### src/rtl/core/cpualu_pkg.sv
package cpualu_pkg;

  // operation codes
  localparam logic [4:0] OP_ADD    = 5'd0;
  localparam logic [4:0] OP_ADC    = 5'd1;
  localparam logic [4:0] OP_SUB    = 5'd2;
  localparam logic [4:0] OP_SBC    = 5'd3;
  localparam logic [4:0] OP_AND    = 5'd4;
  localparam logic [4:0] OP_OR     = 5'd5;
  localparam logic [4:0] OP_EOR    = 5'd6;
  localparam logic [4:0] OP_PASS8  = 5'd7;
  localparam logic [4:0] OP_NEG    = 5'd8;
  localparam logic [4:0] OP_COM    = 5'd9;
  localparam logic [4:0] OP_LSR    = 5'd10;
  localparam logic [4:0] OP_ROR    = 5'd11;
  localparam logic [4:0] OP_ASR    = 5'd12;
  localparam logic [4:0] OP_ASL    = 5'd13;
  localparam logic [4:0] OP_ROL    = 5'd14;
  localparam logic [4:0] OP_INC    = 5'd15;
  localparam logic [4:0] OP_DEC    = 5'd16;
  localparam logic [4:0] OP_CLR    = 5'd17;
  localparam logic [4:0] OP_DAA    = 5'd18;
  localparam logic [4:0] OP_MUL    = 5'd19;
  localparam logic [4:0] OP_SEX    = 5'd20;
  localparam logic [4:0] OP_ADD16  = 5'd21;
  localparam logic [4:0] OP_SUB16  = 5'd22;
  localparam logic [4:0] OP_PASS16 = 5'd23;

  // condition-code bit positions
  localparam int unsigned CC_C = 0;
  localparam int unsigned CC_V = 1;
  localparam int unsigned CC_Z = 2;
  localparam int unsigned CC_N = 3;
  localparam int unsigned CC_H = 5;

  // first stage: operands plus adder inputs
  typedef struct packed {
    logic [4:0]  mode;
    logic [15:0] wa;
    logic [15:0] wb;
    logic [7:0]  cc;
    logic [16:0] x;
    logic [16:0] y;
    logic        cin;
  } s1_t;

  // second stage: operands plus raw result with carry bit
  typedef struct packed {
    logic [4:0]  mode;
    logic [15:0] wa;
    logic [15:0] wb;
    logic [7:0]  cc;
    logic [16:0] r;
  } s2_t;

endpackage

### src/rtl/core/cpualu_if.sv
// operation word channel
interface cpualu_req_if;
  logic        valid;
  logic        ready;
  logic [4:0]  mode;
  logic [15:0] operand_a;
  logic [15:0] operand_b;
  logic [7:0]  cc_in;

  modport source (output valid, mode, operand_a, operand_b, cc_in, input ready);
  modport sink   (input valid, mode, operand_a, operand_b, cc_in, output ready);
endinterface

// result word channel
interface cpualu_rsp_if;
  logic        valid;
  logic        ready;
  logic [15:0] result;
  logic [7:0]  cc_out;

  modport source (output valid, result, cc_out, input ready);
  modport sink   (input valid, result, cc_out, output ready);
endinterface

### src/rtl/core/cpu_alu_with_flags_core.sv
// Condition-code ALU of an 8-bit processor, three register stages deep: operand and
// adder-input selection (with the decimal-adjust correction) ahead of the first
// register, the 17-bit adder, 8x8 multiplier, logic and shifts ahead of the second,
// and the condition-code update ahead of the third, which is the output register.
// A word is accepted every cycle while ready is high; each result passes the first and
// second registers and then the output register, where it waits while the result side
// holds ready low. Ready drops only while the output register holds a word that is not
// taken and every stage behind it is full.
module cpu_alu_with_flags_core (
  input  logic               clk,
  input  logic               rst,
  cpualu_req_if.sink         req,
  cpualu_rsp_if.source       rsp
);
  import cpualu_pkg::*;

  logic        v1;
  logic        v2;
  logic        v3;
  logic        en1;
  logic        en2;
  logic        en3;
  s1_t         s1;
  s1_t         s1_next;
  s2_t         s2;
  s2_t         s2_next;
  logic [15:0] res;
  logic [7:0]  cc;
  logic [15:0] res_next;
  logic [7:0]  cc_next;

  // stage enables, a stage moves when the one ahead has room
  assign en3       = !v3 || rsp.ready;
  assign en2       = !v2 || en3;
  assign en1       = !v1 || en2;
  assign req.ready = en1;

  // adder input selection and decimal-adjust correction
  always_comb begin
    logic [7:0] a;
    logic [7:0] b;
    logic       c;
    logic [7:0] fix;
    a   = req.operand_a[7:0];
    b   = req.operand_b[7:0];
    c   = req.cc_in[CC_C];
    fix = 8'h00;
    if (req.cc_in[CC_H] || a[3:0] > 4'd9) begin
      fix[3:0] = 4'h6;
    end
    if (c || a[7:4] > 4'd9 || (a[7:4] > 4'd8 && a[3:0] > 4'd9)) begin
      fix[7:4] = 4'h6;
    end
    s1_next.mode = req.mode;
    s1_next.wa   = req.operand_a;
    s1_next.wb   = req.operand_b;
    s1_next.cc   = req.cc_in;
    s1_next.x    = {9'h000, a};
    s1_next.y    = 17'h00000;
    s1_next.cin  = 1'b0;
    unique case (req.mode)
      OP_ADD: s1_next.y = {9'h000, b};
      OP_ADC: begin
        s1_next.y   = {9'h000, b};
        s1_next.cin = c;
      end
      OP_SUB: begin
        s1_next.y   = ~{9'h000, b};
        s1_next.cin = 1'b1;
      end
      OP_SBC: begin
        s1_next.y   = ~{9'h000, b};
        s1_next.cin = !c;
      end
      OP_NEG: begin
        s1_next.x   = 17'h00000;
        s1_next.y   = ~{9'h000, a};
        s1_next.cin = 1'b1;
      end
      OP_ASL: s1_next.y = {9'h000, a};
      OP_INC: s1_next.cin = 1'b1;
      OP_DEC: s1_next.y = 17'h1ffff;
      OP_DAA: s1_next.y = {9'h000, fix};
      OP_ADD16: begin
        s1_next.x = {1'b0, req.operand_a};
        s1_next.y = {1'b0, req.operand_b};
      end
      OP_SUB16: begin
        s1_next.x   = {1'b0, req.operand_a};
        s1_next.y   = ~{1'b0, req.operand_b};
        s1_next.cin = 1'b1;
      end
      default: s1_next.y = 17'h00000;
    endcase
  end

  // adder, multiplier, logic and shifts
  always_comb begin
    logic [7:0]  a;
    logic [7:0]  b;
    logic        c;
    logic [16:0] sum;
    logic [15:0] prod;
    a    = s1.wa[7:0];
    b    = s1.wb[7:0];
    c    = s1.cc[CC_C];
    sum  = s1.x + s1.y + {16'h0000, s1.cin};
    prod = {8'h00, a} * {8'h00, b};
    s2_next.mode = s1.mode;
    s2_next.wa   = s1.wa;
    s2_next.wb   = s1.wb;
    s2_next.cc   = s1.cc;
    unique case (s1.mode)
      OP_ADD, OP_ADC, OP_SUB, OP_SBC, OP_NEG, OP_ASL, OP_INC, OP_DEC, OP_DAA,
      OP_ADD16, OP_SUB16: s2_next.r = sum;
      OP_AND:    s2_next.r = {9'h000, a & b};
      OP_OR:     s2_next.r = {9'h000, a | b};
      OP_EOR:    s2_next.r = {9'h000, a ^ b};
      OP_PASS8:  s2_next.r = {9'h000, b};
      OP_COM:    s2_next.r = {9'h000, ~a};
      OP_LSR:    s2_next.r = {9'h000, 1'b0, a[7:1]};
      OP_ROR:    s2_next.r = {9'h000, c, a[7:1]};
      OP_ASR:    s2_next.r = {9'h000, a[7], a[7:1]};
      OP_ROL:    s2_next.r = {9'h000, a[6:0], c};
      OP_CLR:    s2_next.r = 17'h00000;
      OP_MUL:    s2_next.r = {1'b0, prod};
      OP_SEX:    s2_next.r = {1'b0, {8{a[7]}}, a};
      OP_PASS16: s2_next.r = {1'b0, s1.wb};
      default:   s2_next.r = 17'h00000;
    endcase
  end

  // condition codes and final result
  cpualu_flags u_flags (
    .st     (s2),
    .result (res_next),
    .cc_out (cc_next)
  );

  // valid bits
  always_ff @(posedge clk) begin
    if (rst) begin
      v1 <= 1'b0;
      v2 <= 1'b0;
      v3 <= 1'b0;
    end else begin
      if (en1) v1 <= req.valid;
      if (en2) v2 <= v1;
      if (en3) v3 <= v2;
    end
  end

  // stage payloads
  always_ff @(posedge clk) begin
    if (en1 && req.valid) s1 <= s1_next;
    if (en2 && v1) s2 <= s2_next;
    if (en3 && v2) begin
      res <= res_next;
      cc  <= cc_next;
    end
  end

  assign rsp.valid  = v3;
  assign rsp.result = res;
  assign rsp.cc_out = cc;

endmodule

### src/rtl/core/cpualu_flags.sv
module cpualu_flags (
  input  cpualu_pkg::s2_t st,
  output logic [15:0]     result,
  output logic [7:0]      cc_out
);
  import cpualu_pkg::*;

  // condition-code update from the raw result
  always_comb begin
    logic [7:0] a;
    logic [7:0] fa;
    logic [7:0] fb;
    logic [7:0] r8;
    logic [7:0] cc;
    a  = st.wa[7:0];
    r8 = st.r[7:0];
    fa = a;
    fb = st.wb[7:0];
    cc = st.cc;
    unique case (st.mode)
      OP_ADD, OP_ADC, OP_SUB, OP_SBC, OP_NEG, OP_ASL: begin
        if (st.mode == OP_NEG) begin
          fa = 8'h00;
          fb = a;
        end else if (st.mode == OP_ASL) begin
          fb = a;
        end
        cc[CC_H] = fa[4] ^ fb[4] ^ r8[4];
        cc[CC_V] = fa[7] ^ fb[7] ^ r8[7] ^ st.r[8];
        cc[CC_C] = st.r[8];
        cc[CC_Z] = (r8 == 8'h00);
        cc[CC_N] = r8[7];
      end
      OP_AND, OP_OR, OP_EOR, OP_PASS8: begin
        cc[CC_V] = 1'b0;
        cc[CC_Z] = (r8 == 8'h00);
        cc[CC_N] = r8[7];
      end
      OP_COM: begin
        cc[CC_C] = 1'b1;
        cc[CC_V] = 1'b0;
        cc[CC_Z] = (r8 == 8'h00);
        cc[CC_N] = r8[7];
      end
      OP_LSR, OP_ROR, OP_ASR: begin
        cc[CC_C] = a[0];
        cc[CC_Z] = (r8 == 8'h00);
        cc[CC_N] = r8[7];
      end
      OP_ROL: begin
        cc[CC_C] = a[7];
        cc[CC_V] = a[7] ^ a[6];
        cc[CC_Z] = (r8 == 8'h00);
        cc[CC_N] = r8[7];
      end
      OP_INC, OP_DEC: begin
        cc[CC_V] = (st.mode == OP_INC) ? (r8 == 8'h80) : (r8 == 8'h7f);
        cc[CC_Z] = (r8 == 8'h00);
        cc[CC_N] = r8[7];
      end
      OP_CLR: begin
        cc[CC_N] = 1'b0;
        cc[CC_V] = 1'b0;
        cc[CC_Z] = 1'b1;
        cc[CC_C] = 1'b0;
      end
      OP_DAA: begin
        cc[CC_C] = st.cc[CC_C] | st.r[8];
        cc[CC_V] = 1'b0;
        cc[CC_Z] = (r8 == 8'h00);
        cc[CC_N] = r8[7];
      end
      OP_MUL: begin
        cc[CC_Z] = (st.r[15:0] == 16'h0000);
        cc[CC_C] = st.r[7];
      end
      OP_SEX: begin
        cc[CC_Z] = (st.r[15:0] == 16'h0000);
        cc[CC_N] = st.r[15];
      end
      OP_ADD16, OP_SUB16: begin
        cc[CC_C] = st.r[16];
        cc[CC_V] = st.r[16] ^ st.wa[15] ^ st.wb[15] ^ st.r[15];
        cc[CC_Z] = (st.r[15:0] == 16'h0000);
        cc[CC_N] = st.r[15];
      end
      OP_PASS16: begin
        cc[CC_V] = 1'b0;
        cc[CC_Z] = (st.r[15:0] == 16'h0000);
        cc[CC_N] = st.r[15];
      end
      default: begin
        cc = st.cc;
      end
    endcase
    cc_out = cc;
  end

  // byte operations leave the upper byte clear
  assign result = (st.mode <= OP_DAA) ? {8'h00, st.r[7:0]} : st.r[15:0];

endmodule

### src/flat_wrapper.sv
// flat-port wrapper written by rule: the top's interface ports become plain ports
module cpu_alu_with_flags_core_flat import cpualu_pkg::*;
  (clk, rst, req_valid, req_mode, req_operand_a, req_operand_b, req_cc_in, req_ready, rsp_valid, rsp_result, rsp_cc_out, rsp_ready);
  cpualu_req_if req_i ();
  cpualu_rsp_if rsp_i ();
  input  logic clk;
  input  logic rst;
  input wire logic [$bits(req_i.valid)-1:0] req_valid;
  input wire logic [$bits(req_i.mode)-1:0] req_mode;
  input wire logic [$bits(req_i.operand_a)-1:0] req_operand_a;
  input wire logic [$bits(req_i.operand_b)-1:0] req_operand_b;
  input wire logic [$bits(req_i.cc_in)-1:0] req_cc_in;
  output wire logic [$bits(req_i.ready)-1:0] req_ready;
  output wire logic [$bits(rsp_i.valid)-1:0] rsp_valid;
  output wire logic [$bits(rsp_i.result)-1:0] rsp_result;
  output wire logic [$bits(rsp_i.cc_out)-1:0] rsp_cc_out;
  input wire logic [$bits(rsp_i.ready)-1:0] rsp_ready;
  assign req_i.valid = req_valid;
  assign req_i.mode = req_mode;
  assign req_i.operand_a = req_operand_a;
  assign req_i.operand_b = req_operand_b;
  assign req_i.cc_in = req_cc_in;
  assign req_ready = req_i.ready;
  assign rsp_valid = rsp_i.valid;
  assign rsp_result = rsp_i.result;
  assign rsp_cc_out = rsp_i.cc_out;
  assign rsp_i.ready = rsp_ready;
  cpu_alu_with_flags_core u_core (.clk(clk), .rst(rst), .req(req_i), .rsp(rsp_i));
endmodule
### config.mk
export PLATFORM = sky130hd
export DESIGN_NAME = cpu_alu_with_flags_core_flat
export DESIGN_NICKNAME = d
export VERILOG_FILES = /design/src/rtl/core/cpualu_pkg.sv /design/src/rtl/core/cpualu_if.sv /design/src/rtl/core/cpu_alu_with_flags_core.sv /design/src/rtl/core/cpualu_flags.sv /design/src/flat_wrapper.sv
export SDC_FILE = /design/constraint.sdc
export NUM_CORES = 1
export LEC_CHECK = 0
export ABC_CLOCK_PERIOD_IN_PS = 9000
export BUFFER_PORTS_ARGS = -buffer_cell sky130_fd_sc_hd__clkbuf_2
export CAP_MARGIN = 20
export CORE_ASPECT_RATIO = 1.2
export CORE_MARGIN = 2
export CORE_UTILIZATION = 35
export DETAILED_ROUTE_END_ITERATION = 6
export HOLD_SLACK_MARGIN = 0.05
export SLEW_MARGIN = 20
export SYNTH_ARGS = -nofsm -noshare
export SYNTH_HDL_FRONTEND = slang
export SYNTH_HIERARCHICAL = 1
export SYNTH_SLANG_ARGS = --single-unit
### constraint.sdc
create_clock -name clk -period 9 [get_ports clk]
set_input_delay 1.8 -clock clk [delete_from_list [all_inputs] [get_ports clk]]
set_output_delay 1.8 -clock clk [all_outputs]
set_load 0.02 [all_outputs]
### Word level (Yosys, flattened, before mapping)

Index checks and enable logic that the tools add are counted.
W data, S select, Z words.

| cells by class | value |
|---|---|
| magnitude comparators | 4 |
| multiply operators | 1 |
| reductions and logical operators | 32 |
| mux-type cells | 17 |
| bitwise operators | 17 |
| equal/unequal tests | 57 |
| add/sub/neg operators | 2 |

Operators with widths:

| cell | count |
|---|---|
| $pmux W17 S13 | 1 |
| $pmux W17 S8 | 1 |
| $eq A5 B4 Y1 const B | 19 |
| $eq A5 B5 Y1 const B | 19 |
| $eq A5 B3 Y1 const B | 8 |
| $mux W8 | 5 |
| $not A8 Y17 | 2 |
| $pmux W16 S2 | 1 |
| $eq A5 B2 Y1 const B | 6 |
| $reduce_or A18 Y1 | 1 |
| $add A17 B1 Y17 | 1 |
| $add A17 B17 Y17 | 1 |
| $not A16 Y17 | 1 |
| $logic_not A16 Y1 | 1 |
| $mul A8 B8 Y16 | 1 |
| $eq A5 B1 Y1 const B | 3 |
| $logic_not A5 Y1 | 3 |
| $gt A4 B4 Y1 const B | 3 |
| $reduce_or A11 Y1 | 1 |
| $reduce_or A2 Y1 | 5 |
| $pmux W1 S3 | 3 |
| $xor A1 B1 Y1 | 9 |
| $and A8 B8 Y8 | 1 |
| $eq A8 B7 Y1 const B | 1 |
| 19 further kinds | 33 |

| storage, ports and cells | value |
|---|---|
| register bits after elaboration | 169 |
| input bits | 49 |

### Depth between registers and ports, before layout

| logic depth | value |
|---|---|
| word-level depth | 8 |
| mapped depth | 17 |
| mapped depth without buffers | 17 |

### Hierarchy

The synthesis kept the hierarchy.

By module, submodules not included:

| module | cells each | sequential area each (um^2) | times used | area an instance (um^2) |
|---|---|---|---|---|
| cpu_alu_with_flags_core | 804 | 5014.8 | 1 | 9514.1 |
| cpualu_flags | 107 | 0.0 | 1 | 723.2 |

### Least setup slack after synthesis

Ideal clock, no wire load.

| timing | value |
|---|---|
| path type | input port to flip-flop |
| start | input port rsp_ready |
| end | register u_core/s2[0] (netlist bit) (enable) |
| arrival | 6413 ps |
| library setup time | 577 ps |
| setup slack | 2010 ps |
| data required time | 8423 ps |
| cell stages on the path | 2 |
| buffers on the path | 0 |
| path through | nor2b_1 > a21boi_0 |

| between the ends | value |
|---|---|
| cells in the longest elaborated chain, start to end | 3 |

RTL lines:

| what | line | source |
|---|---|---|
| from (decl) | flat_wrapper.sv:17 | `input wire logic [$bits(rsp_i.ready)-1:0] rsp_ready;` |
| $logic_or A1 B1 Y1 | cpu_alu_with_flags_core.sv:33 | `assign en3 = !v3 \|\| rsp.ready;` |
| $logic_or A1 B1 Y1 | cpu_alu_with_flags_core.sv:34 | `assign en2 = !v2 \|\| en3;` |
| $logic_and A1 B1 Y1 | cpu_alu_with_flags_core.sv:156 | `if (en2 && v1) s2 <= s2_next;` |
| to (signal assigned) | cpu_alu_with_flags_core.sv:156 |  |
| to (decl) | cpu_alu_with_flags_core.sv:25 | `s2_t s2;` |

No other way between the ends.
A chain may end at the register's enable or synchronous reset.

==> flow_metrics.env <==
export IMPL_outcome="complete, no violations"
export IMPL_worstPathMaxFanout=8
export IMPL_gp_congestion=0.908
export IMPL_cts_root_buf="clkbuf_16"
export IMPL_fin_ws_ps=3910
export IMPL_post_cts_buffers=0
export IMPL_hold_depth=0
export IMPL_rows=65
export IMPL_grt_pass1_vias=6815
export IMPL_diodes=0
export IMPL_hold_viol=0
export IMPL_multi_input_area_um2=4740
export IMPL_final_nets=1092
export IMPL_cts_clk_slew_worst_paths_ps=70
export IMPL_start_kind="register"
export IMPL_htreeDepth=4
export IMPL_worst_pin_slew_ps=1140
export IMPL_pin_count=75
export IMPL_max_freq_mhz=197
export IMPL_rsz0062_at_grt="no"
export IMPL_post_dp_cell_area_um2=9950
export IMPL_finalCritPeriodShare_pct=56.5
export IMPL_yosysWarnings=6
export IMPL_grt_pass1_wl_um=37500
export IMPL_crit_type="reg -> reg"
export IMPL_fill_cells=2594
export IMPL_core_um2=26200
export IMPL_syn2layout_area_growth_pct=13.2
export IMPL_die_h_um=183
export IMPL_routedWlPerCell_um=18.6
export IMPL_cp_required_ps=9180
export IMPL_ant_nets=0
export IMPL_syn_avg_cell_area_um2=10.6
export IMPL_netlist_instances=880
export IMPL_seqCellArea_um2=4080
export IMPL_clock_sinks=137
export IMPL_tns_ps=0
export IMPL_wl_um=23900
export IMPL_maxCapViolCount=0
export IMPL_antenna_found_initial=0
export IMPL_drtIter0Drc=567
export IMPL_stdcell_area_um2=10500
export IMPL_clk_latency_ps=420
export IMPL_grt_use_total_pct=17.3
export IMPL_cts_hold_buffers=0
export IMPL_r2r_start="u_core/s1[60]"
export IMPL_cts_path_max_buffers=2
export IMPL_reg2reg_slack_ps=3910
export IMPL_reg2reg_depth=15
export IMPL_drive_gt1_share_pct=14.1
export IMPL_power_mw=2.28
export IMPL_setup_violations=0
export IMPL_syn_nets=1034
export IMPL_leakage_nw=4.29
export IMPL_hold_class="reg -> reg"
export IMPL_cts_buffers=17
export IMPL_post_route_drc_count=0
export IMPL_dp_hpwl_um=18500
export IMPL_grt_max_degree=73
export IMPL_die_area_um2=27900
export IMPL_skew_ps=7.23
export IMPL_r2r_end="u_core/s2[15]"
export IMPL_synth_area_um2=9310
export IMPL_start_util_pct=35.5
export IMPL_drtPass1Iterations=5
export IMPL_pre_cts_slack_ps=3930
export IMPL_fin_util_pct=40.2
export IMPL_crit_arrival_ps=5260
export IMPL_hold_start="u_core/s1[41]"
export IMPL_via_count=6907
export IMPL_slew_violations=0
export IMPL_period_minus_slack_ps=5090
export IMPL_min_to="u_core/s2[23]"
export IMPL_die_width_um=153
export IMPL_cts_resized=0
export IMPL_overflow=0
export IMPL_cts_tree="built"
export IMPL_via_per_inst=5.37
export IMPL_relSlewSlack_pct=24.1
export IMPL_numPortBuffers=74
export IMPL_peakVddDrop_mv=0.154
export IMPL_critPathCaptureType="register"
export IMPL_power_density_nw_per_um2=217
## placed cells by master, fill, tap and decap left out, drive strengths merged, types with 6 or more instances in the layout
cell type	count
edfxtp	134
clkbuf	91
nor2	90
inv	89
nand2	71
ha	67
a21oi	56
o21ai	52
fa	38
and2	25
xnor2	22
a21o	13
nand3	12
a221oi	12
o221ai	10
nor3	9
xor2	9
nor2b	9
nand2b	7
a211o	7
mux2i	6
o22ai	6
buf	6
o211ai	6
o2111ai	6
a31oi	6
## final cells by class
| class | count | share of cell area [%] |
|---|---|---|
| well taps | 335 | 3.98 |
| multi-input cells | 622 | 45.0 |
| inverters | 80 | 2.85 |
| repair buffers | 80 | 3.94 |
| clock inverters | 15 | 1.43 |
| clock buffers | 17 | 4.04 |
| flip-flops and latches | 137 | 38.8 |
## metrics by stage
| stage | hold slack (ps) | instances |
|---|---|---|
| 5_1_grt | 416 | 1286 |
| 6_report | 414 | 1286 |
| 3_5_place_dp | 405 | 1254 |
| 3_3_place_gp | 403 | 1253 |
| 4_1_cts | 415 | 1286 |
| 2_1_floorplan | 400 | 880 |
## worst max-delay path, cell delays in order (launching register included)
cell and delay, ps:
edfxtp_1 530, inv_1 240, nor2_1 100, fa_1 520
fa_1 530, fa_1 550, inv_1 50, fa_1 520
inv_1 40, ha_1 360, and3_1 210, a221oi_2 340
o2bb2ai_1 210, nor4b_1 100, a311o_1 330, a211o_1 220
## sequential cells by signal, indices dropped and copies added (netlist names)
register           flops
u_core/rsp.valid       1
u_core/v2              1
u_core/rsp.result     16
u_core/rsp.cc_out      8
u_core/v1              1
u_core/s1             72
u_core/s2             38
## report_power, final
part / switching (mW) / internal (mW) / total [mW]
clock network: 0.307 / 0.369 / 0.676
logic: 0.487 / 0.319 / 0.806
registers: 0.0452 / 0.758 / 0.803
## routing by layer
| layer | GRT usage [%] | part of all wire [%] | up-vias |
|---|---|---|---|
| li1 | - | - | 3308 |
| met1 | 22.9 | 44 | 3339 |
| met2 | 28.5 | 48 | 212 |
| met3 | 2.45 | 4.4 | 48 |
| met4 | 7.30 | 3.2 | 0 |
| met5 | 0 | 0 | - |
## how the worst max path moves through the flow
stage / startpoint / to / slack [ps] / cells after the start
floorplan: rsp_ready / u_core/s1[0] / 2920 / 2
global placement: u_core/s1[60] / u_core/s2[15] / 3960 / 15
detailed placement: u_core/s1[60] / u_core/s2[15] / 3930 / 15
CTS: u_core/s1[60] / u_core/s2[15] / 3930 / 15
global route: u_core/s1[60] / u_core/s2[15] / 3630 / 15
finish: u_core/s1[60] / u_core/s2[15] / 3910 / 15
(Power assumes the default switching activity.)
